File: config.mk
export PLATFORM = sky130hd
export DESIGN_NAME = slsa_ctrl
export DESIGN_NICKNAME = d
export VERILOG_FILES = /design/src/design/slsa_pkg.sv /design/src/design/slsa_ctrl.sv
export SDC_FILE = /design/constraint.sdc
export NUM_CORES = 1
export LEC_CHECK = 0
export BUFFER_PORTS_ARGS = -buffer_cell sky130_fd_sc_hd__buf_2
export CORE_AREA = 5 5 48 50
export DETAILED_ROUTE_END_ITERATION = 10
export DIE_AREA = 0 0 53 55
export PLACE_DENSITY = 0.81
export SLEW_MARGIN = 20
export SYNTH_ARGS = -nofsm -noshare
export SYNTH_HDL_FRONTEND = slang
export SYNTH_SLANG_ARGS = --single-unit
export TNS_END_PERCENT = 30
File: constraint.sdc
create_clock -name i_clk -period 4.38 [get_ports i_clk]
set_input_delay 0 -clock i_clk [delete_from_list [all_inputs] [get_ports i_clk]]
set_output_delay 0 -clock i_clk [all_outputs]
set_load 0.005 [all_outputs]
File: src/design/slsa_pkg.sv
// shared types, constants and controller/datapath interface structs for the scratchpad line store
package slsa_pkg;

    localparam int LINE_COUNT     = 1024;
    localparam int WORDS_PER_LINE = 8;
    localparam int LINE_W         = $clog2(LINE_COUNT);
    localparam int OFF_W          = $clog2(WORDS_PER_LINE);
    localparam int WADDR_W        = LINE_W + OFF_W;
    localparam int WORD_DEPTH     = LINE_COUNT * WORDS_PER_LINE;
    localparam int DATA_W         = 64;
    localparam int CFG_W          = 11;
    localparam int ST_W           = 3;
    localparam int PIN_W          = 8;
    localparam int META_W         = ST_W + PIN_W;
    localparam int OP_W           = 4;
    localparam int KIND_W         = 6;

    localparam logic [CFG_W-1:0] ACTIVE_RESET = CFG_W'(1024);

    typedef enum logic [OP_W-1:0] {
        OP_LOAD       = 4'd0,
        OP_STORE      = 4'd1,
        OP_ATLOAD     = 4'd2,
        OP_ATSTORE    = 4'd3,
        OP_ADD        = 4'd4,
        OP_CAS        = 4'd5,
        OP_SWAP       = 4'd6,
        OP_REDUCE     = 4'd7,
        OP_ZERO       = 4'd8,
        OP_INVALIDATE = 4'd9,
        OP_PIN        = 4'd10,
        OP_UNPIN      = 4'd11,
        OP_STATUS     = 4'd12,
        OP_PREFETCH   = 4'd13
    } t_op;

    typedef enum logic [ST_W-1:0] {
        ST_INVALID   = 3'd0,
        ST_SHARED    = 3'd1,
        ST_EXCLUSIVE = 3'd2,
        ST_MODIFIED  = 3'd3,
        ST_PINNED    = 3'd4
    } t_line_st;

    localparam logic [KIND_W-1:0] RK_SUM = 6'd0;
    localparam logic [KIND_W-1:0] RK_MIN = 6'd1;
    localparam logic [KIND_W-1:0] RK_MAX = 6'd2;
    localparam logic [KIND_W-1:0] RK_AND = 6'd3;
    localparam logic [KIND_W-1:0] RK_OR  = 6'd4;

    typedef struct packed {
        logic               accept;
        logic               commit;
        logic               clr_we;
        logic [WADDR_W-1:0] clr_addr;
        logic               sweep_we;
        logic [OFF_W-1:0]   sweep_off;
    } t_cmd;

    typedef struct packed {
        logic sweep;
    } t_sts;

endpackage

File: src/design/slsa_ctrl.sv
// controller state machine: reset clearing pass, accept, commit and line sweep sequencing
module slsa_ctrl (
    input  logic          i_clk,
    input  logic          i_rst_n,
    input  logic          i_in_valid,
    output logic          o_in_stall,
    output logic          o_out_valid,
    input  logic          i_out_stall,
    input  slsa_pkg::t_sts i_sts,
    output slsa_pkg::t_cmd o_cmd
);
    import slsa_pkg::*;

    typedef enum logic [1:0] {
        S_CLEAR,
        S_IDLE,
        S_EXEC,
        S_SWEEP
    } t_fsm;

    t_fsm               r_state;
    t_fsm               n_state;
    logic [WADDR_W-1:0] r_cnt;
    logic [WADDR_W-1:0] n_cnt;
    logic               r_out_valid;
    logic               n_out_valid;
    logic               out_free;

    assign out_free = !r_out_valid || !i_out_stall;

    always_comb begin
        n_state     = r_state;
        n_cnt       = r_cnt;
        o_cmd       = '0;
        o_in_stall  = 1'b1;
        n_out_valid = r_out_valid && i_out_stall;
        unique case (r_state)
            S_CLEAR: begin
                o_cmd.clr_we   = 1'b1;
                o_cmd.clr_addr = r_cnt;
                n_cnt          = r_cnt + 1'b1;
                if (r_cnt == WADDR_W'(WORD_DEPTH - 1)) begin
                    n_state = S_IDLE;
                end
            end
            S_IDLE: begin
                o_in_stall = 1'b0;
                if (i_in_valid) begin
                    o_cmd.accept = 1'b1;
                    n_state      = S_EXEC;
                end
            end
            S_EXEC: begin
                if (out_free) begin
                    o_cmd.commit = 1'b1;
                    n_out_valid  = 1'b1;
                    n_cnt        = '0;
                    n_state      = i_sts.sweep ? S_SWEEP : S_IDLE;
                end
            end
            S_SWEEP: begin
                o_cmd.sweep_we  = 1'b1;
                o_cmd.sweep_off = r_cnt[OFF_W-1:0];
                n_cnt           = r_cnt + 1'b1;
                if (r_cnt[OFF_W-1:0] == OFF_W'(WORDS_PER_LINE - 1)) begin
                    n_state = S_IDLE;
                end
            end
            default: begin
                n_state = S_IDLE;
            end
        endcase
    end

    always_ff @(posedge i_clk) begin
        if (!i_rst_n) begin
            r_state     <= S_CLEAR;
            r_cnt       <= '0;
            r_out_valid <= 1'b0;
        end else begin
            r_state     <= n_state;
            r_cnt       <= n_cnt;
            r_out_valid <= n_out_valid;
        end
    end

    assign o_out_valid = r_out_valid;

`ifndef SYNTHESIS
    a_accept_to_exec: assert property (@(posedge i_clk) disable iff (!i_rst_n)
        (i_in_valid && !o_in_stall) |=> (r_state == S_EXEC))
        else $error("accepted transaction did not enter execution");

    a_no_accept_in_clear: assert property (@(posedge i_clk) disable iff (!i_rst_n)
        (r_state == S_CLEAR) |-> (o_in_stall && !o_cmd.commit && !r_out_valid))
        else $error("activity during clearing pass");

    a_sweep_ends: assert property (@(posedge i_clk) disable iff (!i_rst_n)
        (r_state == S_SWEEP && r_cnt[OFF_W-1:0] == OFF_W'(WORDS_PER_LINE - 1))
        |=> (r_state == S_IDLE))
        else $error("line sweep overran");

    a_result_held: assert property (@(posedge i_clk) disable iff (!i_rst_n)
        (o_cmd.commit) |=> (r_out_valid && r_state != S_EXEC))
        else $error("commit did not present a result");
`endif

endmodule

==> results of run 1 <==
## routing by layer
layer / vias up / wire length [µm]
li1: 451 / -
met3: 5 / 89
met1: 422 / 937
met2: 21 / 989
met5: - / 0
met4: 0 / 43
## metrics by stage
step | power (mW) | cells | utilization
final | 0.264 | 168 | 0.612
after global routing | 0.276 | 168 | 0.612
after CTS | 0.265 | 168 | 0.612
after detailed placement | 0.170 | 164 | 0.592
after global placement | 0.169 | 164 | 0.592
after floorplan | 0.163 | 113 | -
## worst paths after layout
check,to,slack [ps],cells after the start
setup / recovery,r_cnt[10]$_SDFFE_PN0P_,2380,6
hold reg to reg,r_state[0]$_SDFFE_PN0P_,510,2
setup reg to reg,r_cnt[10]$_SDFFE_PN0P_,2380,6
hold / removal,r_cnt[12]$_SDFFE_PN0P_,30,2
## logic make-up (layout without fill, tap and decap cells)
| logic type | Yosys count | in the layout | share of synthesized area |
|---|---|---|---|
| muxes | 3 | 3 | 0.0316 |
| AOI/OAI and AO/OA | 20 | 20 | 0.158 |
| adders and majority gates | 6 | 6 | 0.0790 |
| buffers and inverters | 7 | 35 | 0.0316 |
| DFF | 16 | 16 | 0.337 |
| xor gates and xnor gates | 6 | 6 | 0.0553 |
| and+or+nand+nor | 55 | 55 | 0.307 |
## state kept, by name (all words and copies together) (netlist names)
name         flops
o_out_valid      1
r_cnt           13
r_state          2
## worst register-to-register path, cell delays in order, from the launching register on
cell and delay [ps]:
dfxtp_1 390, inv_1 90, ha_1 360, nor2_1 370
o2111ai_1 250, or3_1 350, a21oi_1 130
## cell type report
| type | count | area (µm²) | share of cell area |
|---|---|---|---|
| flip-flops and latches | 16 | 320 | 0.281 |
| inverters | 5 | 18.8 | 0.0165 |
| repair buffers | 26 | 130 | 0.114 |
| clock buffers | 4 | 36.3 | 0.0319 |
| well taps | 27 | 33.8 | 0.0297 |
| multi-input cells | 90 | 599 | 0.526 |
## power by group
group          leakage (nW)  switching, mW  internal (mW)  total, mW
Clock                0.0210         0.0465         0.0507     0.0971
Sequential            0.129        0.00351          0.148      0.151
Combinational         0.379        0.00754        0.00770     0.0152
Total                 0.529         0.0575          0.206      0.264
## layout by cell type (no fill, tap or decap), types with 4 or more instances in the layout
cell type	instances
xor2_1	6
and2_1	17
ha_1	6
inv_1	5
nand3_1	4
o2111ai_1	4
buf_2	26
nor2_1	10
nand2_1	11
dfxtp_1	16
nor2b_1	4
a21oi_1	4
o21ai_0	4
==> report_table.html, run 1 <==
<table>
<tr><th>Metric</th><th>Value</th></tr>
<tr><th colspan="2">Outcome</th></tr>
<tr><td>Status</td><td>finished, final reports clean</td></tr>
<tr><th colspan="2">Logic synthesis</th></tr>
<tr><td>Cell area after synthesis</td><td>950 µm²</td></tr>
<tr><td>Sequential element share of the synthesized area</td><td>0.337</td></tr>
<tr><td>Number of distinct library cells after synthesis</td><td>27</td></tr>
<tr><td>Post-Syn Nets</td><td>124</td></tr>
<tr><td>Cell count after synthesis</td><td>113</td></tr>
<tr><td>Cell types with the highest counts after synthesis</td><td>and2_1, dfxtp_1, nand2_1</td></tr>
<tr><td>Synthesis-stage register bit count</td><td>16</td></tr>
<tr><td>Proportion of register bits with asynchronous set or reset after synthesis</td><td>0</td></tr>
<tr><td>Post-Syn Area per Cell</td><td>8.40 µm²</td></tr>
<tr><td>Most used flip-flop cell after synthesis</td><td>dfxtp_1</td></tr>
<tr><td>Post-synth top area share</td><td>0.337</td></tr>
<tr><td>Largest cells by area after synthesis</td><td>dfxtp_1, and2_1, ha_1</td></tr>
<tr><td>Yosys Warn Count</td><td>0</td></tr>
<tr><td>Cell taking the most area after synthesis</td><td>dfxtp_1</td></tr>
<tr><td>Most common cell in the netlist</td><td>and2_1</td></tr>
<tr><td>EDFF count, synth</td><td>0</td></tr>
<tr><th colspan="2">Clock tree</th></tr>
<tr><td>Cts bufs inserted</td><td>3</td></tr>
<tr><td>H-tree level count</td><td>1</td></tr>
<tr><td>Clock tree from TritonCTS</td><td>done</td></tr>
<tr><td>Root buf cell</td><td>clkbuf_4</td></tr>
<tr><td>Clock insertion delay at the later pin of the skew report</td><td>290 ps</td></tr>
<tr><td>Clock slew at reported path FFs</td><td>90 ps</td></tr>
<tr><td>Longest Clk Path Bufs</td><td>2</td></tr>
<tr><td>Buffers inserted during post-CTS setup optimization</td><td>0</td></tr>
<tr><td>Clock sink total</td><td>16</td></tr>
<tr><td>Hold buffer count at cts</td><td>0</td></tr>
<tr><td>Number of cells upsized or downsized after cts</td><td>0</td></tr>
<tr><th colspan="2">Min path</th></tr>
<tr><td>Startpoint of the lowest-slack hold path</td><td>i_rst_n</td></tr>
<tr><td>Worst hold path type</td><td>in2reg</td></tr>
<tr><th colspan="2">STA</th></tr>
<tr><td>Transition time at the pin with the least slew margin</td><td>424 ps</td></tr>
<tr><td>Total Negative Setup Slacks</td><td>0 ps</td></tr>
<tr><td>Final Max Tran Viols</td><td>0</td></tr>
<tr><td>Setup ws final</td><td>2380 ps</td></tr>
<tr><td>Max frequency</td><td>500 MHz</td></tr>
<tr><td>Smallest hold slack</td><td>34.5 ps</td></tr>
<tr><td>Setup repair after global routing missed its margin</td><td>false</td></tr>
<tr><td>Final-report hold violation count</td><td>0</td></tr>
<tr><td>Worst slew slack as a fraction of its limit</td><td>0.717</td></tr>
<tr><td>Total of endpoints with negative setup slack in the final report</td><td>0</td></tr>
<tr><td>Post-route fraction of the period consumed by the critical path</td><td>0.457</td></tr>
<tr><td>Minimum clock period</td><td>2000 ps</td></tr>
<tr><td>Worst clock skew</td><td>2.48 ps</td></tr>
<tr><th colspan="2">Global route</th></tr>
<tr><td>Most utilized layer in the global route result</td><td>met2</td></tr>
<tr><td>Leftover overflow at the end of global routing</td><td>0</td></tr>
<tr><td>Met2 track demand over resource in global routing</td><td>0.300</td></tr>
<tr><td>Met3 capacity usage during global routing</td><td>0.0349</td></tr>
<tr><td>Wire length of the first global-routing pass</td><td>3.61 mm</td></tr>
<tr><td>Total global routing track utilization</td><td>0.171</td></tr>
<tr><td>M1 GR Usage</td><td>0.196</td></tr>
<tr><td>Initial antenna violation count</td><td>0</td></tr>
<tr><td>Number of global-route vias before repair</td><td>836</td></tr>
<tr><td>Largest net degree at the start of global routing</td><td>16</td></tr>
<tr><th colspan="2">Route</th></tr>
<tr><td>Initial detailed-routing violation count</td><td>5</td></tr>
<tr><td>Count of antenna-violating nets left after detailed routing</td><td>0</td></tr>
<tr><td>Average wire per cell in the routed design</td><td>12.3 µm</td></tr>
<tr><td>Total Wirelength</td><td>2.06 mm</td></tr>
<tr><td>Number of search-and-repair iterations in the first detailed-routing pass</td><td>2</td></tr>
<tr><td>Via density per instance</td><td>5.35</td></tr>
<tr><td>Post-route DRC violation count</td><td>0</td></tr>
<tr><td>Total number of vias</td><td>899</td></tr>
<tr><th colspan="2">Floorplanning</th></tr>
<tr><td>Initial core utilization</td><td>0.510</td></tr>
<tr><td>Horizontal extent of the die</td><td>53 µm</td></tr>
<tr><td>Number of placed I/O pins</td><td>27</td></tr>
<tr><td>Die area</td><td>0.00292 mm²</td></tr>
<tr><td>Number of placement rows</td><td>16</td></tr>
<tr><td>Core box area</td><td>0.00186 mm²</td></tr>
<tr><td>Height of the die</td><td>55 µm</td></tr>
<tr><th colspan="2">Final layout</th></tr>
<tr><td>Fraction of final layout cells sized beyond drive strength 1</td><td>0.227</td></tr>
<tr><td>Final non-filler cell area</td><td>0.00114 mm²</td></tr>
<tr><td>Layout net count</td><td>153</td></tr>
<tr><td>Number of antenna repair diodes</td><td>0</td></tr>
<tr><td>Synthesis-to-finish area growth</td><td>19.9%</td></tr>
<tr><td>Filler Cells Inserted</td><td>175</td></tr>
<tr><th colspan="2">Placement</th></tr>
<tr><td>Detail Placement HPWL</td><td>1.59 mm</td></tr>
<tr><td>Number of buffers added on ports</td><td>26</td></tr>
<tr><td>Final estimated routing congestion in global placement</td><td>0.869</td></tr>
<tr><td>Worst setup slack after placement</td><td>2470 ps</td></tr>
<tr><td>Post-detailed-placement cell area</td><td>0.00110 mm²</td></tr>
<tr><th colspan="2">Power</th></tr>
<tr><td>Maximum resistive drop on vdd</td><td>0.172 mV</td></tr>
<tr><td>Power Dens Cells</td><td>232 mW/mm²</td></tr>
<tr><td>Leakage power</td><td>0.529 nW</td></tr>
<tr><th colspan="2">Flow run</th></tr>
<tr><td>Max-capacitance violation count</td><td>0</td></tr>
<tr><th colspan="2">Critical path</th></tr>
<tr><td>Kind of start point of the critical path</td><td>flop</td></tr>
<tr><td>Kind of capture point of the worst setup path</td><td>flop</td></tr>
<tr><td>CP max-delay cell</td><td>dfxtp_1</td></tr>
<tr><td>Largest fanout on the critical path</td><td>7</td></tr>
<tr><td>Largest incremental delay on the critical path</td><td>390 ps</td></tr>
<tr><td>Buffers plus inverters on the worst setup path</td><td>1</td></tr>
<tr><td>Endpoint required time on the critical path</td><td>4600 ps</td></tr>
<tr><td>Ordered cell list for the critical path</td><td>inv_1 -&gt; ha_1 -&gt; nor2_1 -&gt; o2111ai_1 -&gt; or3_1 -&gt; a21oi_1</td></tr>
<tr><td>Worst Path Class, Setup</td><td>reg2reg</td></tr>
<tr><td>Setup crit start</td><td>r_state[0]$_SDFFE_PN0P_</td></tr>
<tr><td>Critical path's top delay family</td><td>simple AND/OR/NAND/NOR gates</td></tr>
<tr><td>Worst flop-to-flop path startpoint</td><td>r_state[0]$_SDFFE_PN0P_</td></tr>
<tr><td>Arrival time at the worst endpoint</td><td>2220 ps</td></tr>
</table>
No activity file was read; power rests on OpenSTA's default activity.
==> run 2: changes to the inputs <==
--- a/config.mk
+++ b/config.mk
@@ -6,10 +6,10 @@
 export NUM_CORES = 1
 export LEC_CHECK = 0
 export BUFFER_PORTS_ARGS = -buffer_cell sky130_fd_sc_hd__buf_2
-export CORE_AREA = 5 5 48 50
+export CORE_AREA = 5 5 50 52
 export DETAILED_ROUTE_END_ITERATION = 10
-export DIE_AREA = 0 0 53 55
-export PLACE_DENSITY = 0.81
+export DIE_AREA = 0 0 55 57
+export PLACE_DENSITY = 0.74
 export SLEW_MARGIN = 20
 export SYNTH_ARGS = -nofsm -noshare
 export SYNTH_HDL_FRONTEND = slang
==> constraint.sdc (replaced) <==
create_clock -name i_clk -period 2.1 [get_ports i_clk]
set_input_delay 0 -clock i_clk [delete_from_list [all_inputs] [get_ports i_clk]]
set_output_delay 0 -clock i_clk [all_outputs]
set_load 0.005 [all_outputs]
==> report_table.html, run 2 (synthesis gave the netlist of run 1 again) <==
<table>
<tr><th>Metric</th><th>Value</th></tr>
<tr><th colspan="2">Critical path</th></tr>
<tr><td>Register-to-Register Setup Slack</td><td>230 ps (-2150 ps)</td></tr>
<tr><td>Endpoint required time on the critical path</td><td>2310 ps (-2290 ps)</td></tr>
<tr><td>Worst flop-to-flop path startpoint</td><td>r_state[1]$_SDFFE_PN0P_</td></tr>
<tr><td>Kind of capture point of the worst setup path</td><td>flop</td></tr>
<tr><td>Largest fanout on the critical path</td><td>7 (unchanged)</td></tr>
<tr><td>Kind of start point of the critical path</td><td>flop</td></tr>
<tr><td>Worst flop-to-flop path endpoint</td><td>r_cnt[10]$_SDFFE_PN0P_</td></tr>
<tr><td>FF-to-FF path depth</td><td>7 (+1)</td></tr>
<tr><td>Arrival time at the worst endpoint</td><td>2080 ps (-140 ps)</td></tr>
<tr><td>Worst Path Class, Setup</td><td>reg2reg</td></tr>
<tr><th colspan="2">Min path</th></tr>
<tr><td>Worst hold path endpoint</td><td>r_cnt[12]$_SDFFE_PN0P_</td></tr>
<tr><td>Count of cells along the worst hold path</td><td>2 (unchanged)</td></tr>
<tr><td>Worst hold path type</td><td>in2reg</td></tr>
<tr><td>Startpoint of the lowest-slack hold path</td><td>i_rst_n</td></tr>
<tr><th colspan="2">Clock tree</th></tr>
<tr><td>Root buf cell</td><td>clkbuf_4</td></tr>
<tr><td>Number of cells upsized or downsized after cts</td><td>0 (unchanged)</td></tr>
<tr><td>H-tree level count</td><td>1 (unchanged)</td></tr>
<tr><td>Clock sink total</td><td>16 (unchanged)</td></tr>
<tr><td>Clock slew at reported path FFs</td><td>100 ps (about the same)</td></tr>
<tr><td>Clock insertion delay at the later pin of the skew report</td><td>280 ps (about the same)</td></tr>
<tr><td>Clock tree from TritonCTS</td><td>done</td></tr>
<tr><td>Buffers inserted during post-CTS setup optimization</td><td>0 (unchanged)</td></tr>
<tr><td>Hold buffer count at cts</td><td>0 (unchanged)</td></tr>
<tr><td>Longest Clk Path Bufs</td><td>2 (unchanged)</td></tr>
<tr><td>Cts bufs inserted</td><td>3 (unchanged)</td></tr>
<tr><th colspan="2">Power</th></tr>
<tr><td>Share of power burned in registers</td><td>0.574 (about the same)</td></tr>
<tr><td>Maximum resistive drop on vdd</td><td>0.335 mV (+95%)</td></tr>
<tr><td>Power Dens Cells</td><td>479 mW/mm² (+110%)</td></tr>
<tr><td>Leakage power</td><td>0.533 nW (+0.78%)</td></tr>
<tr><td>Combinational Power Share</td><td>0.057 (about the same)</td></tr>
<tr><td>Net switching power</td><td>120 µW (+110%)</td></tr>
<tr><td>Fraction of power consumed by the clock network</td><td>0.369 (about the same)</td></tr>
<tr><td>Switching part of the total</td><td>0.219 (+0.000784)</td></tr>
<tr><td>Internal cell power</td><td>429 µW (+110%)</td></tr>
<tr><th colspan="2">Final layout</th></tr>
<tr><td>Area occupied by multi-input gates</td><td>599 µm² (unchanged)</td></tr>
<tr><td>Final core utilization</td><td>0.556 (-0.0555)</td></tr>
<tr><td>Register area</td><td>320 µm² (unchanged)</td></tr>
<tr><td>Register name with the most flops</td><td>r_cnt</td></tr>
<tr><td>Fraction of final layout cells sized beyond drive strength 1</td><td>0.232 (+0.00544)</td></tr>
<tr><td>Flip-flop count of the largest register, all copies and words added</td><td>13 (unchanged)</td></tr>
<tr><td>Most common cell after layout, fill and taps aside</td><td>buf_2</td></tr>
<tr><td>Synthesis-to-finish area growth</td><td>20.8%</td></tr>
<tr><td>Filler Cells Inserted</td><td>221 (+26%)</td></tr>
<tr><td>Number of antenna repair diodes</td><td>0 (unchanged)</td></tr>
<tr><td>Most frequent cells in the layout</td><td>buf_2, and2_1, dfxtp_1, nand2_1, nor2_1</td></tr>
<tr><td>Layout net count</td><td>154 (+0.65%)</td></tr>
<tr><td>Layout Cells excl Fill</td><td>170 (+1.2%)</td></tr>
<tr><th colspan="2">Route</th></tr>
<tr><td>Initial detailed-routing violation count</td><td>19 (+14)</td></tr>
<tr><td>Number of search-and-repair iterations in the first detailed-routing pass</td><td>4 (+2)</td></tr>
<tr><td>Average wire per cell in the routed design</td><td>12.6 µm (+3.1%)</td></tr>
<tr><td>Post-route DRC violation count</td><td>0 (unchanged)</td></tr>
<tr><td>Total Wirelength</td><td>2.15 mm (+4.4%)</td></tr>
<tr><td>Total number of vias</td><td>903 (+0.44%)</td></tr>
<tr><td>Via density per instance</td><td>5.31 (-0.74%)</td></tr>
<tr><td>Count of antenna-violating nets left after detailed routing</td><td>0 (unchanged)</td></tr>
<tr><th colspan="2">Placement</th></tr>
<tr><td>Number of buffers added on ports</td><td>26 (unchanged)</td></tr>
<tr><td>Final estimated routing congestion in global placement</td><td>0.850 (-2.2%)</td></tr>
<tr><td>Number of placed instances, taps included</td><td>166 (+1.2%)</td></tr>
<tr><td>Detail Placement HPWL</td><td>1.65 mm (+3.5%)</td></tr>
<tr><th colspan="2">Floorplanning</th></tr>
<tr><td>Core box area</td><td>0.00206 mm² (+11%)</td></tr>
<tr><td>Initial core utilization</td><td>0.460 (-0.0498)</td></tr>
<tr><td>Number of placed I/O pins</td><td>27 (unchanged)</td></tr>
<tr><td>Horizontal extent of the die</td><td>55 µm (+3.8%)</td></tr>
<tr><td>Number of placement rows</td><td>17 (+1)</td></tr>
<tr><td>Height of the die</td><td>57 µm (+3.6%)</td></tr>
<tr><td>Die area</td><td>0.00314 mm² (+7.5%)</td></tr>
<tr><th colspan="2">Global route</th></tr>
<tr><td>Number of global-route vias before repair</td><td>861 (+3.0%)</td></tr>
<tr><td>Wire length of the first global-routing pass</td><td>3.46 mm (-4.2%)</td></tr>
<tr><td>Leftover overflow at the end of global routing</td><td>0 (unchanged)</td></tr>
<tr><td>Largest net degree at the start of global routing</td><td>16 (unchanged)</td></tr>
<tr><td>Total global routing track utilization</td><td>0.147 (-0.0238)</td></tr>
<tr><td>Initial antenna violation count</td><td>0 (unchanged)</td></tr>
<tr><th colspan="2">STA</th></tr>
<tr><td>Setup repair after global routing missed its margin</td><td>false</td></tr>
<tr><td>Final-report hold violation count</td><td>0 (unchanged)</td></tr>
<tr><td>Post-route fraction of the period consumed by the critical path</td><td>0.892 (+0.435)</td></tr>
<tr><td>Minimum clock period</td><td>1870 ps (-128 ps)</td></tr>
<tr><td>Total of endpoints with negative setup slack in the final report</td><td>0 (unchanged)</td></tr>
<tr><td>Final Max Tran Viols</td><td>0 (unchanged)</td></tr>
<tr><td>Transition time at the pin with the least slew margin</td><td>423 ps (-0.712 ps)</td></tr>
<tr><td>Worst clock skew</td><td>6.76 ps (+4.28 ps)</td></tr>
<tr><td>Smallest hold slack</td><td>44.4 ps (+9.84 ps)</td></tr>
<tr><td>Total Negative Setup Slacks</td><td>0 ps (unchanged)</td></tr>
<tr><td>Worst slew slack as a fraction of its limit</td><td>0.718 (+0.00152)</td></tr>
<tr><td>Max frequency</td><td>534 MHz (+6.8%)</td></tr>
<tr><th colspan="2">Outcome</th></tr>
<tr><td>Status</td><td>finished, final reports clean</td></tr>
<tr><th colspan="2">Flow run</th></tr>
<tr><td>Max-capacitance violation count</td><td>0 (unchanged)</td></tr>
</table>
-- run 2: metal layers --
metal  GRT usage  share of wire  up-vias
met1       0.188           0.45      413
met5           0              0        -
met3      0.0235          0.067        6
met2       0.230           0.46       35
met4      0.0799          0.021        0
li1            -              -      449
-- run 2: how the worst max path moves through the flow --
stage | slack, ps | to | from | depth (start not counted)
6_report | 230 | r_cnt[10]$_SDFFE_PN0P_ | r_state[1]$_SDFFE_PN0P_ | 7
4_1_cts | 240 | r_cnt[10]$_SDFFE_PN0P_ | r_state[0]$_SDFFE_PN0P_ | 7
5_1_grt | 30 | r_cnt[10]$_SDFFE_PN0P_ | r_state[0]$_SDFFE_PN0P_ | 7
3_3_place_gp | 350 | r_cnt[10]$_SDFFE_PN0P_ | r_state[0]$_SDFFE_PN0P_ | 7
3_5_place_dp | 280 | r_cnt[10]$_SDFFE_PN0P_ | r_state[0]$_SDFFE_PN0P_ | 7
2_1_floorplan | 340 | r_cnt[10]$_SDFFE_PN0P_ | r_state[0]$_SDFFE_PN0P_ | 6
-- run 2: power groups by stage --
stage / clock network, mW / registers, mW / logic [mW]
2_1_floorplan: 0 / 0.320 / 0.0202
3_3_place_gp: 0 / 0.322 / 0.0314
3_5_place_dp: 0 / 0.323 / 0.0318
4_1_cts: 0.208 / 0.316 / 0.0317
5_1_grt: 0.221 / 0.316 / 0.0364
6_report: 0.203 / 0.315 / 0.0312
-- run 2: through the flow --
step                setup slack, ps  area (µm²)  total power [mW]
floorplan                       337         950             0.341
global placement                348        1110             0.354
detailed placement              276        1110             0.354
CTS                             239        1150             0.555
global route                   26.6        1150             0.573
finish                          228        1150             0.550
-- run 2: layout make-up --
cell class | count | share of cell area
Inverter | 5 | 0.0164
Sequential cell | 16 | 0.279
Timing Repair Buffer | 27 | 0.120
Tap cell | 28 | 0.0305
Multi-Input combinational cell | 90 | 0.522
Clock buffer | 4 | 0.0316
-- run 2: worst max-delay path: stages, from the launching register on --
cell	delay (ps)
dfxtp_1	400
inv_1	100
ha_1	350
nor2_1	120
buf_4	150
o2111ai_1	180
or3_1	360
a21oi_1	140
==> run 3: changes to the inputs <==
--- a/config.mk
+++ b/config.mk
@@ -6,10 +6,11 @@
 export NUM_CORES = 1
 export LEC_CHECK = 0
 export BUFFER_PORTS_ARGS = -buffer_cell sky130_fd_sc_hd__buf_2
-export CORE_AREA = 5 5 50 52
+export CORE_AREA = 5 5 52 54
 export DETAILED_ROUTE_END_ITERATION = 10
-export DIE_AREA = 0 0 55 57
-export PLACE_DENSITY = 0.74
+export DIE_AREA = 0 0 57 59
+export MAX_ROUTING_LAYER = met4
+export PLACE_DENSITY = 0.72
 export SLEW_MARGIN = 20
 export SYNTH_ARGS = -nofsm -noshare
 export SYNTH_HDL_FRONTEND = slang
==> constraint.sdc (replaced) <==
create_clock -name i_clk -period 1.56 [get_ports i_clk]
set_input_delay 0 -clock i_clk [delete_from_list [all_inputs] [get_ports i_clk]]
set_output_delay 0 -clock i_clk [all_outputs]
set_load 0.005 [all_outputs]
==> report_table.html, run 3 (synthesis gave the netlist of run 1 again) <==
<table>
<tr><th>Metric</th><th>Value</th></tr>
<tr><th colspan="2">Outcome</th></tr>
<tr><td>Status</td><td>finished, final reports clean</td></tr>
<tr><th colspan="2">Min path</th></tr>
<tr><td>Count of cells along the worst hold path</td><td>3 (+1)</td></tr>
<tr><td>Worst hold path type</td><td>in2reg</td></tr>
<tr><th colspan="2">Flow run</th></tr>
<tr><td>Max-capacitance violation count</td><td>0 (unchanged)</td></tr>
<tr><th colspan="2">STA</th></tr>
<tr><td>Post-route fraction of the period consumed by the critical path</td><td>0.968 (+0.0768)</td></tr>
<tr><td>Worst slew slack as a fraction of its limit</td><td>0.761 (+0.0430)</td></tr>
<tr><td>Setup ws final</td><td>49.3 ps (-178 ps)</td></tr>
<tr><td>Final-report hold violation count</td><td>0 (unchanged)</td></tr>
<tr><td>Transition time at the pin with the least slew margin</td><td>357 ps (-66.2 ps)</td></tr>
<tr><td>Worst clock skew</td><td>3.46 ps (-3.30 ps)</td></tr>
<tr><td>Minimum clock period</td><td>1510 ps (-362 ps)</td></tr>
<tr><td>Final Max Tran Viols</td><td>0 (unchanged)</td></tr>
<tr><td>Setup repair after global routing missed its margin</td><td>true</td></tr>
<tr><td>Max frequency</td><td>662 MHz (+24%)</td></tr>
<tr><td>Total of endpoints with negative setup slack in the final report</td><td>0 (unchanged)</td></tr>
<tr><th colspan="2">Global route</th></tr>
<tr><td>Initial antenna violation count</td><td>0 (unchanged)</td></tr>
<tr><td>Number of global-route vias before repair</td><td>928 (+7.8%)</td></tr>
<tr><td>Largest net degree at the start of global routing</td><td>16 (unchanged)</td></tr>
<tr><td>Total global routing track utilization</td><td>0.159 (+0.0126)</td></tr>
<tr><td>Leftover overflow at the end of global routing</td><td>0 (unchanged)</td></tr>
<tr><td>Wire length of the first global-routing pass</td><td>4.09 mm (+18%)</td></tr>
<tr><th colspan="2">Final layout</th></tr>
<tr><td>Area occupied by multi-input gates</td><td>666 µm² (+11%)</td></tr>
<tr><td>Register area</td><td>325 µm² (+1.6%)</td></tr>
<tr><td>Register name with the most flops</td><td>r_cnt</td></tr>
<tr><td>Number of antenna repair diodes</td><td>0 (unchanged)</td></tr>
<tr><td>Layout net count</td><td>171 (+11%)</td></tr>
<tr><td>Fraction of final layout cells sized beyond drive strength 1</td><td>0.386 (+0.154)</td></tr>
<tr><td>Filler Cells Inserted</td><td>214 (-3.2%)</td></tr>
<tr><td>Synthesis-to-finish area growth</td><td>40.6%</td></tr>
<tr><td>Most common cell after layout, fill and taps aside</td><td>buf_2</td></tr>
<tr><td>Flip-flop count of the largest register, all copies and words added</td><td>13 (unchanged)</td></tr>
<tr><td>Most frequent cells in the layout</td><td>buf_2, buf_4, and2_1, dfxtp_1, nand2_1</td></tr>
<tr><th colspan="2">Floorplanning</th></tr>
<tr><td>Horizontal extent of the die</td><td>57 µm (+3.6%)</td></tr>
<tr><td>Number of placement rows</td><td>17 (unchanged)</td></tr>
<tr><td>Height of the die</td><td>59 µm (+3.5%)</td></tr>
<tr><td>Initial core utilization</td><td>0.438 (-0.0226)</td></tr>
<tr><td>Die area</td><td>0.00336 mm² (+7.3%)</td></tr>
<tr><td>Core box area</td><td>0.00217 mm² (+5.2%)</td></tr>
<tr><td>Number of placed I/O pins</td><td>27 (unchanged)</td></tr>
<tr><th colspan="2">Critical path</th></tr>
<tr><td>Kind of start point of the critical path</td><td>flop</td></tr>
<tr><td>Arrival time at the worst endpoint</td><td>1740 ps (-340 ps)</td></tr>
<tr><td>Logic depth of the worst setup path including buffers</td><td>6 (-1)</td></tr>
<tr><td>Buffers plus inverters on the worst setup path</td><td>1 (-1)</td></tr>
<tr><td>Endpoint required time on the critical path</td><td>1790 ps (-520 ps)</td></tr>
<tr><td>CP max-delay cell</td><td>or3_1</td></tr>
<tr><td>Largest incremental delay on the critical path</td><td>350 ps (-50 ps)</td></tr>
<tr><td>Ordered cell list for the critical path</td><td>inv_4 -&gt; ha_4 -&gt; a21boi_4 -&gt; o211ai_1 -&gt; or3_1 -&gt; a21oi_1</td></tr>
<tr><td>Kind of capture point of the worst setup path</td><td>flop</td></tr>
<tr><td>Critical path's top delay family</td><td>compound AO/OA/AOI/OAI gates</td></tr>
<tr><td>Worst Path Class, Setup</td><td>reg2reg</td></tr>
<tr><td>FF-to-FF path depth</td><td>6 (-1)</td></tr>
<tr><td>Largest fanout on the critical path</td><td>6 (-1)</td></tr>
<tr><th colspan="2">Route</th></tr>
<tr><td>Wire length on met2</td><td>1.25 mm (+27%)</td></tr>
<tr><td>Count of antenna-violating nets left after detailed routing</td><td>0 (unchanged)</td></tr>
<tr><td>Number of search-and-repair iterations in the first detailed-routing pass</td><td>4 (unchanged)</td></tr>
<tr><td>Total number of vias</td><td>985 (+9.1%)</td></tr>
<tr><td>Detail Route met3 WL</td><td>136 µm (-4.9%)</td></tr>
<tr><td>Top sig layer</td><td>met4</td></tr>
<tr><td>M1 wire length</td><td>1.07 mm (+11%)</td></tr>
<tr><td>Post-route DRC violation count</td><td>0 (unchanged)</td></tr>
<tr><td>Total Wirelength</td><td>2.49 mm (+16%)</td></tr>
<tr><td>Initial detailed-routing violation count</td><td>22 (+3)</td></tr>
<tr><td>Via density per instance</td><td>5.30 (-0.30%)</td></tr>
<tr><td>Average wire per cell in the routed design</td><td>13.4 µm (+5.9%)</td></tr>
<tr><th colspan="2">Power</th></tr>
<tr><td>Share of power burned in registers</td><td>0.594 (+0.020)</td></tr>
<tr><td>Final total power</td><td>702 µW (+28%)</td></tr>
<tr><td>Net switching power</td><td>168 µW (+40%)</td></tr>
<tr><td>Combinational Power Share</td><td>0.087 (+0.030)</td></tr>
<tr><td>Maximum resistive drop on vdd</td><td>0.523 mV (+56%)</td></tr>
<tr><td>Switching part of the total</td><td>0.240 (+0.0207)</td></tr>
<tr><td>Power Dens Cells</td><td>526 mW/mm² (+9.7%)</td></tr>
<tr><td>Internal cell power</td><td>534 µW (+24%)</td></tr>
<tr><td>Fraction of power consumed by the clock network</td><td>0.320 (-0.049)</td></tr>
<tr><td>Leakage power</td><td>0.621 nW (+16%)</td></tr>
<tr><th colspan="2">Clock tree</th></tr>
<tr><td>Root buf cell</td><td>clkbuf_4</td></tr>
<tr><td>Clock sink total</td><td>16 (unchanged)</td></tr>
<tr><td>H-tree level count</td><td>1 (unchanged)</td></tr>
<tr><td>Longest Clk Path Bufs</td><td>2 (unchanged)</td></tr>
<tr><td>Clock tree from TritonCTS</td><td>done</td></tr>
<tr><td>Clock slew at reported path FFs</td><td>90 ps (about the same)</td></tr>
<tr><td>Cts bufs inserted</td><td>3 (unchanged)</td></tr>
<tr><td>Hold buffer count at cts</td><td>0 (unchanged)</td></tr>
<tr><td>Clock insertion delay at the later pin of the skew report</td><td>290 ps (about the same)</td></tr>
<tr><th colspan="2">Placement</th></tr>
<tr><td>Number of buffers added on ports</td><td>26 (unchanged)</td></tr>
<tr><td>Detail Placement HPWL</td><td>1.90 mm (+16%)</td></tr>
<tr><td>Final estimated routing congestion in global placement</td><td>0.836 (-1.6%)</td></tr>
<tr><td>Worst setup slack after placement</td><td>0.479 ps (-275 ps)</td></tr>
</table>
-- run 3: timing repair --
| item | CTS | global route |
|---|---|---|
| buffers inserted | 0 | 0 |
| gates cloned | 0 | 0 |
| resized for setup | 1 | 11 |
| endpoints found under the setup margin | 1 | 15 |
| pin swaps | 0 | 5 |
-- run 3: worst paths after layout --
check / start / endpoint / slack [ps]
hold / removal: i_rst_n / r_state[0]$_SDFFE_PN0P_ / 30
hold reg to reg: r_cnt[11]$_SDFFE_PN0P_ / r_cnt[11]$_SDFFE_PN0P_ / 520
setup reg to reg: r_state[0]$_SDFFE_PN0P_ / r_cnt[7]$_SDFFE_PN0P_ / 50
setup / recovery: r_state[0]$_SDFFE_PN0P_ / r_cnt[7]$_SDFFE_PN0P_ / 50
-- run 3: layout make-up --
| class | count | share of cell area |
|---|---|---|
| repair buffers | 44 | 0.199 |
| flip-flops and latches | 16 | 0.244 |
| inverters | 5 | 0.0159 |
| well taps | 28 | 0.0262 |
| multi-input cells | 90 | 0.499 |
| clock buffers | 3 | 0.0169 |
-- run 3: worst reg2reg max path, stage by stage, from the launching register on --
cell,delay [ps]
dfxtp_2,340
inv_4,70
ha_4,170
a21boi_4,250
o211ai_1,120
or3_1,350
a21oi_1,140
-- run 3: per-layer routing --
layer	vias up	track usage
met1	470	0.182
met2	25	0.261
met5	-	-
li1	486	-
met4	0	0.0695
met3	4	0.0458
-- run 3: power groups by stage --
stage | Combinational, mW | Clock [mW] | Sequential [mW]
after floorplan | 0.0271 | 0 | 0.431
after global placement | 0.0592 | 0 | 0.428
after detailed placement | 0.0603 | 0 | 0.428
after CTS | 0.0606 | 0.235 | 0.419
after global routing | 0.0662 | 0.252 | 0.418
final | 0.0607 | 0.224 | 0.417
-- run 3: per-stage QoR --
stage / hold slack (ps) / setup TNS, ps / util / instance area [µm²] / std cells
global placement: 298 / 0 / 0.589 / 1280 / 183
floorplan: 56.9 / -35.4 / - / 988 / 113
global route: 34.9 / -33.8 / 0.615 / 1340 / 186
detailed placement: 308 / 0 / 0.589 / 1280 / 183
finish: 32.0 / 0 / 0.615 / 1340 / 186
CTS: 26.4 / 0 / 0.600 / 1300 / 186
